## config.mk

```make
export PLATFORM = sky130hd
export DESIGN_NAME = trial_division_prime_test_core
export DESIGN_NICKNAME = d
export VERILOG_FILES = /design/src/sv/tdpt_pkg.sv /design/src/sv/trial_division_prime_test_core.sv /design/src/sv/tdpt_divider.sv
export SDC_FILE = /design/constraint.sdc
export NUM_CORES = 1
export LEC_CHECK = 0
export BUFFER_PORTS_ARGS = -buffer_cell sky130_fd_sc_hd__buf_2
export CORE_AREA = 2 2 131 120
export DETAILED_ROUTE_END_ITERATION = 10
export DIE_AREA = 0 0 133 122
export PLACE_DENSITY_LB_ADDON = 0.15
export SLEW_MARGIN = 20
export SYNTH_ARGS = -nofsm -noshare
export SYNTH_HDL_FRONTEND = slang
export SYNTH_SLANG_ARGS = --single-unit
```

## constraint.sdc

```tcl
create_clock -name clk -period 5.96 [get_ports clk]
set_input_delay 1.192 -clock clk [delete_from_list [all_inputs] [get_ports clk]]
set_output_delay 1.192 -clock clk [all_outputs]
set_load 0.02 [all_outputs]
```

## src/sv/tdpt_pkg.sv

```systemverilog
// Package for the trial-division prime test core.
// Shared constants for the sequencer and the remainder unit; no dependencies.
package tdpt_pkg;

    // Default width of the tested value, sign bit included
    localparam int DEF_VALUE_WIDTH = 32;

    // Trial divisor sequence: 3, 5, 7, ...
    localparam int FIRST_DIVISOR = 3;
    localparam int DIVISOR_STEP  = 2;

    // The smallest prime
    localparam int SMALLEST_PRIME = 2;

    // Result beat width (one flag, padded to a byte)
    localparam int RESULT_TDATA_W = 8;

endpackage

```

## src/sv/trial_division_prime_test_core.sv

```systemverilog
// Top level of the trial-division prime test core: sequencer, divisor
// register and output register around one shared divider.
// Depends on tdpt_pkg and tdpt_divider.
//
// Channel   Dir  Width          Content
// s_axis    in   ceil(W/8)*8    candidate, signed, bits [W-1:0]
// m_axis    out  8              is_prime in bit 0
//
// Operation: one beat is checked against divisors 3, 5, 7, ... until one
//   divides it or the divisor passes n/d. Each divisor takes a start step,
//   W restoring steps and a step that checks the result. Up to ~23170
//   divisors are tried at W = 32. Negative values, 0, 1, 2 and other even
//   values are settled in the classify state without the divider.
// Stalls: s_axis_tready is high only in idle. A result waiting in the output
//   register does not block the next beat; the sequencer holds its result
//   only if the output register is still full when it finishes.
// Reset: rst_n clears the sequencer state, the divider control and output valid.
module trial_division_prime_test_core
    import tdpt_pkg::*;
#(
    parameter int VALUE_WIDTH = DEF_VALUE_WIDTH
)
(
    input  logic                           clk,
    input  logic                           rst_n,
    input  logic                           s_axis_tvalid,
    output logic                           s_axis_tready,
    input  logic [((VALUE_WIDTH+7)/8)*8-1:0] s_axis_tdata,  // [W-1:0] candidate
    output logic                           m_axis_tvalid,
    input  logic                           m_axis_tready,
    output logic [RESULT_TDATA_W-1:0]      m_axis_tdata     // [0] is_prime
);

    typedef enum logic [3:0] {
        S_IDLE  = 4'b0001,
        S_CLASS = 4'b0010,
        S_DIV   = 4'b0100,
        S_HOLD  = 4'b1000
    } state_t;

    localparam logic [VALUE_WIDTH-1:0] D_FIRST = VALUE_WIDTH'(FIRST_DIVISOR);
    localparam logic [VALUE_WIDTH-1:0] D_STEP  = VALUE_WIDTH'(DIVISOR_STEP);
    localparam logic [VALUE_WIDTH-1:0] V_TWO   = VALUE_WIDTH'(SMALLEST_PRIME);

    state_t                 state_reg, state_next;
    logic [VALUE_WIDTH-1:0] cand_reg, cand_next;
    logic [VALUE_WIDTH-1:0] dvs_reg, dvs_next;
    logic                   res_reg, res_next;
    logic                   out_valid_reg, out_valid_next;
    logic                   out_prime_reg, out_prime_next;

    logic                   div_start;
    logic                   div_busy;
    logic                   div_done;
    logic [VALUE_WIDTH-1:0] div_quo;
    logic [VALUE_WIDTH-1:0] div_rem;
    logic                   out_free;

    tdpt_divider #(
        .VALUE_WIDTH (VALUE_WIDTH)
    ) u_div (
        .clk       (clk),
        .rst_n     (rst_n),
        .start     (div_start),
        .dividend  (cand_reg),
        .divisor   (dvs_reg),
        .busy      (div_busy),
        .done      (div_done),
        .quotient  (div_quo),
        .remainder (div_rem)
    );

    assign out_free = !out_valid_reg || m_axis_tready;

    always_comb
    begin
        state_next = state_reg;
        cand_next  = cand_reg;
        dvs_next   = dvs_reg;
        res_next   = res_reg;
        div_start  = 1'b0;
        case (state_reg)
            S_IDLE:
            begin
                if (s_axis_tvalid)
                begin
                    cand_next  = s_axis_tdata[VALUE_WIDTH-1:0];
                    state_next = S_CLASS;
                end
            end
            S_CLASS:
            begin
                // negative, 0 and 1 are not prime; 2 is; other evens are not
                if (cand_reg[VALUE_WIDTH-1] || cand_reg < V_TWO)
                begin
                    res_next   = 1'b0;
                    state_next = S_HOLD;
                end
                else if (cand_reg == V_TWO)
                begin
                    res_next   = 1'b1;
                    state_next = S_HOLD;
                end
                else if (!cand_reg[0])
                begin
                    res_next   = 1'b0;
                    state_next = S_HOLD;
                end
                else
                begin
                    dvs_next   = D_FIRST;
                    state_next = S_DIV;
                end
            end
            S_DIV:
            begin
                if (div_done)
                begin
                    if (dvs_reg > div_quo)
                    begin
                        // d*d > n: no divisor left
                        res_next   = 1'b1;
                        state_next = S_HOLD;
                    end
                    else if (div_rem == '0)
                    begin
                        res_next   = 1'b0;
                        state_next = S_HOLD;
                    end
                    else
                    begin
                        dvs_next = dvs_reg + D_STEP;
                    end
                end
                else if (!div_busy)
                begin
                    div_start = 1'b1;
                end
            end
            S_HOLD:
            begin
                if (out_free)
                begin
                    state_next = S_IDLE;
                end
            end
            default:
            begin
                state_next = S_IDLE;
            end
        endcase
    end

    always_comb
    begin
        out_valid_next = out_valid_reg;
        out_prime_next = out_prime_reg;
        if (m_axis_tready)
        begin
            out_valid_next = 1'b0;
        end
        if (state_reg == S_HOLD && out_free)
        begin
            out_valid_next = 1'b1;
            out_prime_next = res_reg;
        end
    end

    always_ff @(posedge clk or negedge rst_n)
    begin
        if (!rst_n)
        begin
            state_reg     <= S_IDLE;
            out_valid_reg <= 1'b0;
        end
        else
        begin
            state_reg     <= state_next;
            out_valid_reg <= out_valid_next;
        end
    end

    always_ff @(posedge clk)
    begin
        cand_reg      <= cand_next;
        dvs_reg       <= dvs_next;
        res_reg       <= res_next;
        out_prime_reg <= out_prime_next;
    end

    assign s_axis_tready = (state_reg == S_IDLE);
    assign m_axis_tvalid = out_valid_reg;
    assign m_axis_tdata  = {{(RESULT_TDATA_W-1){1'b0}}, out_prime_reg};

    a_accept_leaves_idle: assert property (@(posedge clk) disable iff (!rst_n)
        (s_axis_tvalid && s_axis_tready) |=> state_reg == S_CLASS)
        else $error("accepted beat did not start classification");

    a_done_in_div: assert property (@(posedge clk) disable iff (!rst_n)
        div_done |-> state_reg == S_DIV)
        else $error("divider finished outside the divide state");

    a_divisor_odd: assert property (@(posedge clk) disable iff (!rst_n)
        state_reg == S_DIV |-> dvs_reg[0] && dvs_reg >= D_FIRST)
        else $error("trial divisor not odd or below three");

    a_load_from_hold: assert property (@(posedge clk) disable iff (!rst_n)
        (m_axis_tvalid && !$past(m_axis_tvalid)) |-> $past(state_reg == S_HOLD))
        else $error("result loaded without a finished item");

endmodule

```

## src/sv/tdpt_divider.sv

```systemverilog
// Restoring divider, one quotient bit per cycle, for the prime test core.
// Depends on tdpt_pkg (default width).
module tdpt_divider
    import tdpt_pkg::*;
#(
    parameter int VALUE_WIDTH = DEF_VALUE_WIDTH
)
(
    input  logic                   clk,
    input  logic                   rst_n,
    input  logic                   start,
    input  logic [VALUE_WIDTH-1:0] dividend,
    input  logic [VALUE_WIDTH-1:0] divisor,
    output logic                   busy,
    output logic                   done,
    output logic [VALUE_WIDTH-1:0] quotient,
    output logic [VALUE_WIDTH-1:0] remainder
);

    localparam int CNT_W = $clog2(VALUE_WIDTH);

    logic                   busy_reg, busy_next;
    logic                   done_reg, done_next;
    logic [CNT_W-1:0]       cnt_reg, cnt_next;
    logic [VALUE_WIDTH-1:0] rem_reg, rem_next;
    logic [VALUE_WIDTH-1:0] quo_reg, quo_next;
    logic [VALUE_WIDTH-1:0] dsr_reg, dsr_next;

    logic [VALUE_WIDTH:0]   trial;
    logic [VALUE_WIDTH:0]   diff;
    logic                   last_step;

    assign trial     = {rem_reg, quo_reg[VALUE_WIDTH-1]};
    assign diff      = trial - {1'b0, dsr_reg};
    assign last_step = (cnt_reg == CNT_W'(VALUE_WIDTH - 1));

    always_comb
    begin
        busy_next = busy_reg;
        done_next = 1'b0;
        cnt_next  = cnt_reg;
        rem_next  = rem_reg;
        quo_next  = quo_reg;
        dsr_next  = dsr_reg;
        if (busy_reg)
        begin
            // partial remainder stays below the divisor, so W bits hold it
            if (!diff[VALUE_WIDTH])
            begin
                rem_next = diff[VALUE_WIDTH-1:0];
                quo_next = {quo_reg[VALUE_WIDTH-2:0], 1'b1};
            end
            else
            begin
                rem_next = trial[VALUE_WIDTH-1:0];
                quo_next = {quo_reg[VALUE_WIDTH-2:0], 1'b0};
            end
            cnt_next = cnt_reg + CNT_W'(1);
            if (last_step)
            begin
                busy_next = 1'b0;
                done_next = 1'b1;
            end
        end
        else if (start)
        begin
            busy_next = 1'b1;
            cnt_next  = '0;
            rem_next  = '0;
            quo_next  = dividend;
            dsr_next  = divisor;
        end
    end

    always_ff @(posedge clk or negedge rst_n)
    begin
        if (!rst_n)
        begin
            busy_reg <= 1'b0;
            done_reg <= 1'b0;
            cnt_reg  <= '0;
        end
        else
        begin
            busy_reg <= busy_next;
            done_reg <= done_next;
            cnt_reg  <= cnt_next;
        end
    end

    always_ff @(posedge clk)
    begin
        rem_reg <= rem_next;
        quo_reg <= quo_next;
        dsr_reg <= dsr_next;
    end

    assign busy      = busy_reg;
    assign done      = done_reg;
    assign quotient  = quo_reg;
    assign remainder = rem_reg;

    // done pulses once, right after the final step
    a_done_after_last: assert property (@(posedge clk) disable iff (!rst_n)
        done_reg |-> !busy_reg && $past(busy_reg))
        else $error("divider done without a finished run");

    a_done_single: assert property (@(posedge clk) disable iff (!rst_n)
        done_reg |=> !done_reg)
        else $error("divider done held longer than one cycle");

    a_rem_below_divisor: assert property (@(posedge clk) disable iff (!rst_n)
        done_reg |-> rem_reg < dsr_reg)
        else $error("divider remainder not below divisor");

endmodule
```

[Word level (Yosys, flattened, before mapping)]
Cells that the tools add are included.
Storage, ports and cells
  register bits after elaboration: 174
  input bits: 36
  logic and storage cells: 88
Operators by class
  add/subtract/negate cells: 3
  magnitude comparators: 2
  equality and inequality tests: 16
  multiplexer cells: 41
  bitwise gates (word level): 1
  reduce and logical (&&, ||, !) cells: 13
Operators with widths (number)
  32-bit two-way mux: 11
  32-bit one-hot mux with 2 select lines: 1
  33-bit by 32-bit subtractor with 33-bit output: 1
  32-bit by 2-bit adder with 32-bit output, second input constant: 1
  32-bit by 2-bit == test with 1-bit output, second input constant: 1
  32-bit greater-than comparator: 1
  32-bit zero test: 1
  32-bit by 2-bit less-than comparator with 1-bit output, second input constant: 1
  4-bit two-way mux: 8
  1-bit two-way mux: 17
  4-bit one-hot mux with 4 select lines: 1
  2-bit != test, second input constant: 7
  5-bit two-way mux: 2
  4-bit AND reduction: 2
  7-bit AND reduction: 1
  2-bit nonzero test: 3
  5-bit by 1-bit adder with 5-bit output, second input constant: 1
  5-bit == test, second input constant: 1
  4-bit by 1-bit == test with 1-bit output, second input constant: 1
  4-bit by 2-bit == test with 1-bit output, second input constant: 1
  4-bit by 3-bit == test with 1-bit output, second input constant: 1
  4-bit == test, second input constant: 1
  4-bit != test, second input constant: 1
  2-bit AND reduction: 2
  other kinds (7): 8

[Longest topological paths before layout]
  word-level depth: 5
  gate-level depth with buffers: 14
  depth with buffers taken out: 11

[Modules after synthesis]
From an unflattened synthesis, not the netlist that was laid out.
Second synthesis, totals
  cells, all modules: 895
  area, all modules: 10048.4 um^2
By module, submodules not included
  tdpt_divider: instances 1, cells an instance 532, area an instance 6005.8 um^2
  trial_division_prime_test_core: instances 1, cells an instance 363, area an instance 4042.6 um^2

[Worst setup path after synthesis]
Ideal clock, no wire load.
  path kind: reg-to-reg
  start: reg dvs_reg[25]
  end: reg dvs_reg[10] (enable)
  library setup time: 433 ps
  arrival: 3498 ps
  data required time: 5527 ps
  path slack: 2029 ps
  stages on the path, launching flop included: 10
  buffers on the path: 0
  clock period less this slack: 3931 ps
  path through: edfxtp_1 > ha_1 > a21o_1 > a21o_1 > a21oi_1 > o21ai_0 > a2111oi_0 > a21oi_1 > nand2b_1 > a22oi_1
On the way
  cells in the longest elaborated chain, start to end: 3
Ends and longest elaborated chain
  start: declaration: RTL line trial_division_prime_test_core.sv:47  | logic [VALUE_WIDTH-1:0] dvs_reg, dvs_next;
  start signal: assignment: RTL line trial_division_prime_test_core.sv:186  | dvs_reg <= dvs_next;
  32-bit greater-than comparator: RTL line trial_division_prime_test_core.sv:119  | if (dvs_reg > div_quo)
  2-bit != test (no source line)
  7-bit AND reduction (no source line)
No other way between the ends.
A chain may end at the register's enable or synchronous reset.

[Final worst setup path]
  start: reg u_div.rem_reg[15] (netlist: u_div.remainder[15])
  end: reg u_div.rem_reg[10] (netlist: u_div.remainder[10]), data pin
On the way
  cells in the longest elaborated chain, start to end: 3
Ends and longest elaborated chain
  start: declaration: RTL line tdpt_divider.sv:25  | logic [VALUE_WIDTH-1:0] rem_reg, rem_next;
  start signal: assignment: RTL line tdpt_divider.sv:93  | rem_reg <= rem_next;
  33-bit by 32-bit subtractor with 33-bit output: RTL line tdpt_divider.sv:34  | assign diff = trial - {1'b0, dsr_reg};
  32-bit two-way mux: RTL line tdpt_divider.sv:48  | if (!diff[VALUE_WIDTH])
  32-bit two-way mux: RTL line tdpt_divider.sv:45  | if (busy_reg)
No other way between the ends.

==> results.toml <==
[power]
combPwrFrac_pct = 35.8
swShare_pct = 37.1
switchingPower_mw = 1.74
seqPwrFrac_pct = 40.9
p_clk_share_pct = 23.3
p_int_mw = 2.94
p_leak_nw = 4.19
ir_drop_v = 0.000402
powerDensity_nw_per_um2 = 435
total_power_mw = 4.68

[clock_tree]
root_buffer = "clkbuf_16"
post_cts.repair.setup_buffers = 0
cts_resized = 0
cts_tree = "built"
hold_buffers = 0
cts_buffers = 17
htreeDepth = 4
cts.sinks = 172
clock_latency_ns = 0.43
path_clk_slew_ns = 0.07
cts_buffer_depth = 2

[final_layout]
fin_nets = 1024
fin_cells = 1137
multi_input_area_sq_um = 4240
drive_gt1_share_pct = 13.3
fin_util_pct = 71.6
fillCellCount = 1039
synthToLayoutAreaGrowth_pct = 9.65
diodes = 0
register_area_sq_um = 5110

[timing]
slew_headroom_pct = 34.9
fin_skew_ns = 0.00840
period_minus_slack_ns = 3.60
slew_viol_final = 0
period_share_pct = 60.5
rsz0062_at_grt = "false"
setup_violations = 0
tightest_slew_ns = 0.969
fmax_ghz = 0.277
setup_tns_ns = 0
hold_viol_final = 0
setup_ws_ns = 2.36

[placed_design]
dp_hpwl_microns = 14500
post-place-ws_ns = 2.42
routabilityCongestion = 0.974
io_buffer_count = 38
dp_cells = 1105

[worst_setup_path]
cp.required_ns = 6.22
slowest_stage = "ha_1"
path_max_fanout = 45
start_kind = "register"
end_kind = "register"
crit_arrival_ns = 3.86
critPathMaxStageDelay_ns = 0.46
critical_path_class = "reg2reg"
crit_chain = "ha_1 -> nand3_2 -> nor4_4 -> o211ai_1 -> and2_4 -> a31oi_4 -> o211ai_2 -> and3b_1 -> buf_4 -> or3_1 -> a21oi_1"

[floorplan]
die_width_microns = 133
start_util_pct = 65.3
coreArea_sq_um = 15000
die_height_microns = 122
die_area_sq_um = 16200
io_pins = 46
rows = 43

[drt]
firstDrtPassIters = 7
wl_met2_microns = 9950
antenna_left = 0
drc_errors = 0
postRouteWirelength_microns = 20500
wl_per_cell_microns = 18.0
route.met3.wl_microns = 1300
dr.max_layer_used = "met4"
drt_iter0_drc = 714
viasPerCell = 6.14
vias = 6981
drt-met1-wl_microns = 8600

[synthesis]
yosys_warnings = 0
netlist.area_leader.share_pct = 49.0
synth.area.top_cells = "edfxtp_1 49%, ha_1 8.3%, a21oi_1 4.0%"
syn_area_sq_um = 9800
ys_seq_area_share_pct = 52.1
ys.flop_type = "edfxtp_1"
synth-seq-cells = 172
synthCells = 887
synth_edf_count = 160
yosysTopAreaCell = "edfxtp_1"
synthArstFlopShare_pct = 6.98
yosysUniqueCellTypes = 70
syn_avg_cell_area_sq_um = 11.1

[global_routing]
grt_pass1_vias = 6741
overflow = 0
grt_start_max_net_pins = 65
grt_pass1_wl_microns = 33300
antenna_found_initial = 0
grt_usage_pct = 26.3

[hold_path]
hold_path_class = "reg2reg"

[status]
outcome = "finished, final reports clean"

[run]
drv_cap = 0
## cell families (layout without fill, tap and decap cells)
group	count (synthesis)	after routing	share of synthesized area [%]
flip-flops	172	172	52.1
AO/OA/AOI/OAI	217	217	13.5
AND/OR/NAND/NOR	232	232	12.6
buffers and inverters	116	158	5.08
adder cells (fa/ha/maj)	66	66	8.50
XOR/XNOR	51	51	4.56
multiplexers	32	32	3.66
other	1	7	0.0382
## layer usage
layer  track usage, %  vias up
met3             4.91       57
met2             44.6      268
li1                 -     3338
met1             34.0     3318
met5                0        -
met4             10.6        0
## layout make-up
cell class | count | area share, %
clock buffers | 17 | 3.96
multi-input cells | 605 | 39.5
clock inverters | 15 | 1.62
flip-flops and latches | 172 | 47.5
well taps | 202 | 2.35
repair buffers | 46 | 2.33
inverters | 80 | 2.79
## cells in the final DEF (no fill, tap or decap), drive strengths merged, types with 3 or more instances in the layout
cell,netlist,layout
a21oi,79,79
dfrtp,11,11
a21o,21,21
nand2,40,40
nor2,53,53
or3,32,32
edfxtp,160,160
nor3,15,15
nor4,17,17
nand3,19,19
o211ai,8,8
inv,79,84
and3,6,6
o21bai,6,6
clkinv,1,10
a22oi,3,3
ha,65,65
a31oi,5,5
mux2,31,31
and2,7,7
nor2b,9,9
a311o,3,3
xnor2,21,21
clkbuf,21,17
a211oi,4,4
nand4,17,17
xor2,30,30
conb,1,7
buf,15,46
a21boi,3,3
nand2b,6,6
o21ai,66,66
## worst max-delay path, delay by kind of cell, from the launching register on
family / cells / cell delay (ns)
and+or+nand+nor: 5 / 1.45
DFF: 1 / 0.44
adders and majority gates: 1 / 0.46
AOI/OAI and AO/OA: 4 / 0.71
buffers and inverters: 1 / 0.36
## power by group through the flow
stage	sequential (mW)	clock, mW	combinational (mW)
global placement	1.91	0	1.54
detailed placement	1.93	0	1.63
finish	1.91	1.09	1.67
global route	1.95	1.15	1.85
floorplan	1.85	0	1.33
CTS	1.91	1.10	1.66
## Yosys cell counts (all sizes together) (19+ instances only)
cell type  count
a21o          21
a21oi         79
clkbuf        21
edfxtp       160
ha            65
inv           79
mux2          31
nand2         40
nand3         19
nor2          53
o21ai         66
or3           32
xnor2         21
xor2          30
## path summary, 6_finish.rpt
| path | start | to | slack [ns] | cells past startpoint |
|---|---|---|---|---|
| setup / recovery | u_div.remainder[15] | u_div.remainder[10] | 2.36 | 11 |
| hold / removal | res_reg | out_prime_reg | 0.43 | 0 |
| setup reg to reg | u_div.remainder[15] | u_div.remainder[10] | 2.36 | 11 |
| hold reg to reg | res_reg | out_prime_reg | 0.43 | 0 |
| max in group asynchronous | rst_n | state_reg[0] | 5.07 | 1 |
| min in group asynchronous | rst_n | state_reg[3] | 0.62 | 1 |
## through the flow
step / cell area (sq um) / hold WS [ns]
6_report: 10800 / 0.426
5_1_grt: 10800 / 0.450
4_1_cts: 10800 / 0.428
3_5_place_dp: 10200 / 0.409
3_3_place_gp: 10100 / 0.412
2_1_floorplan: 9830 / 0.400
No activity file was read; power rests on OpenSTA's default activity.
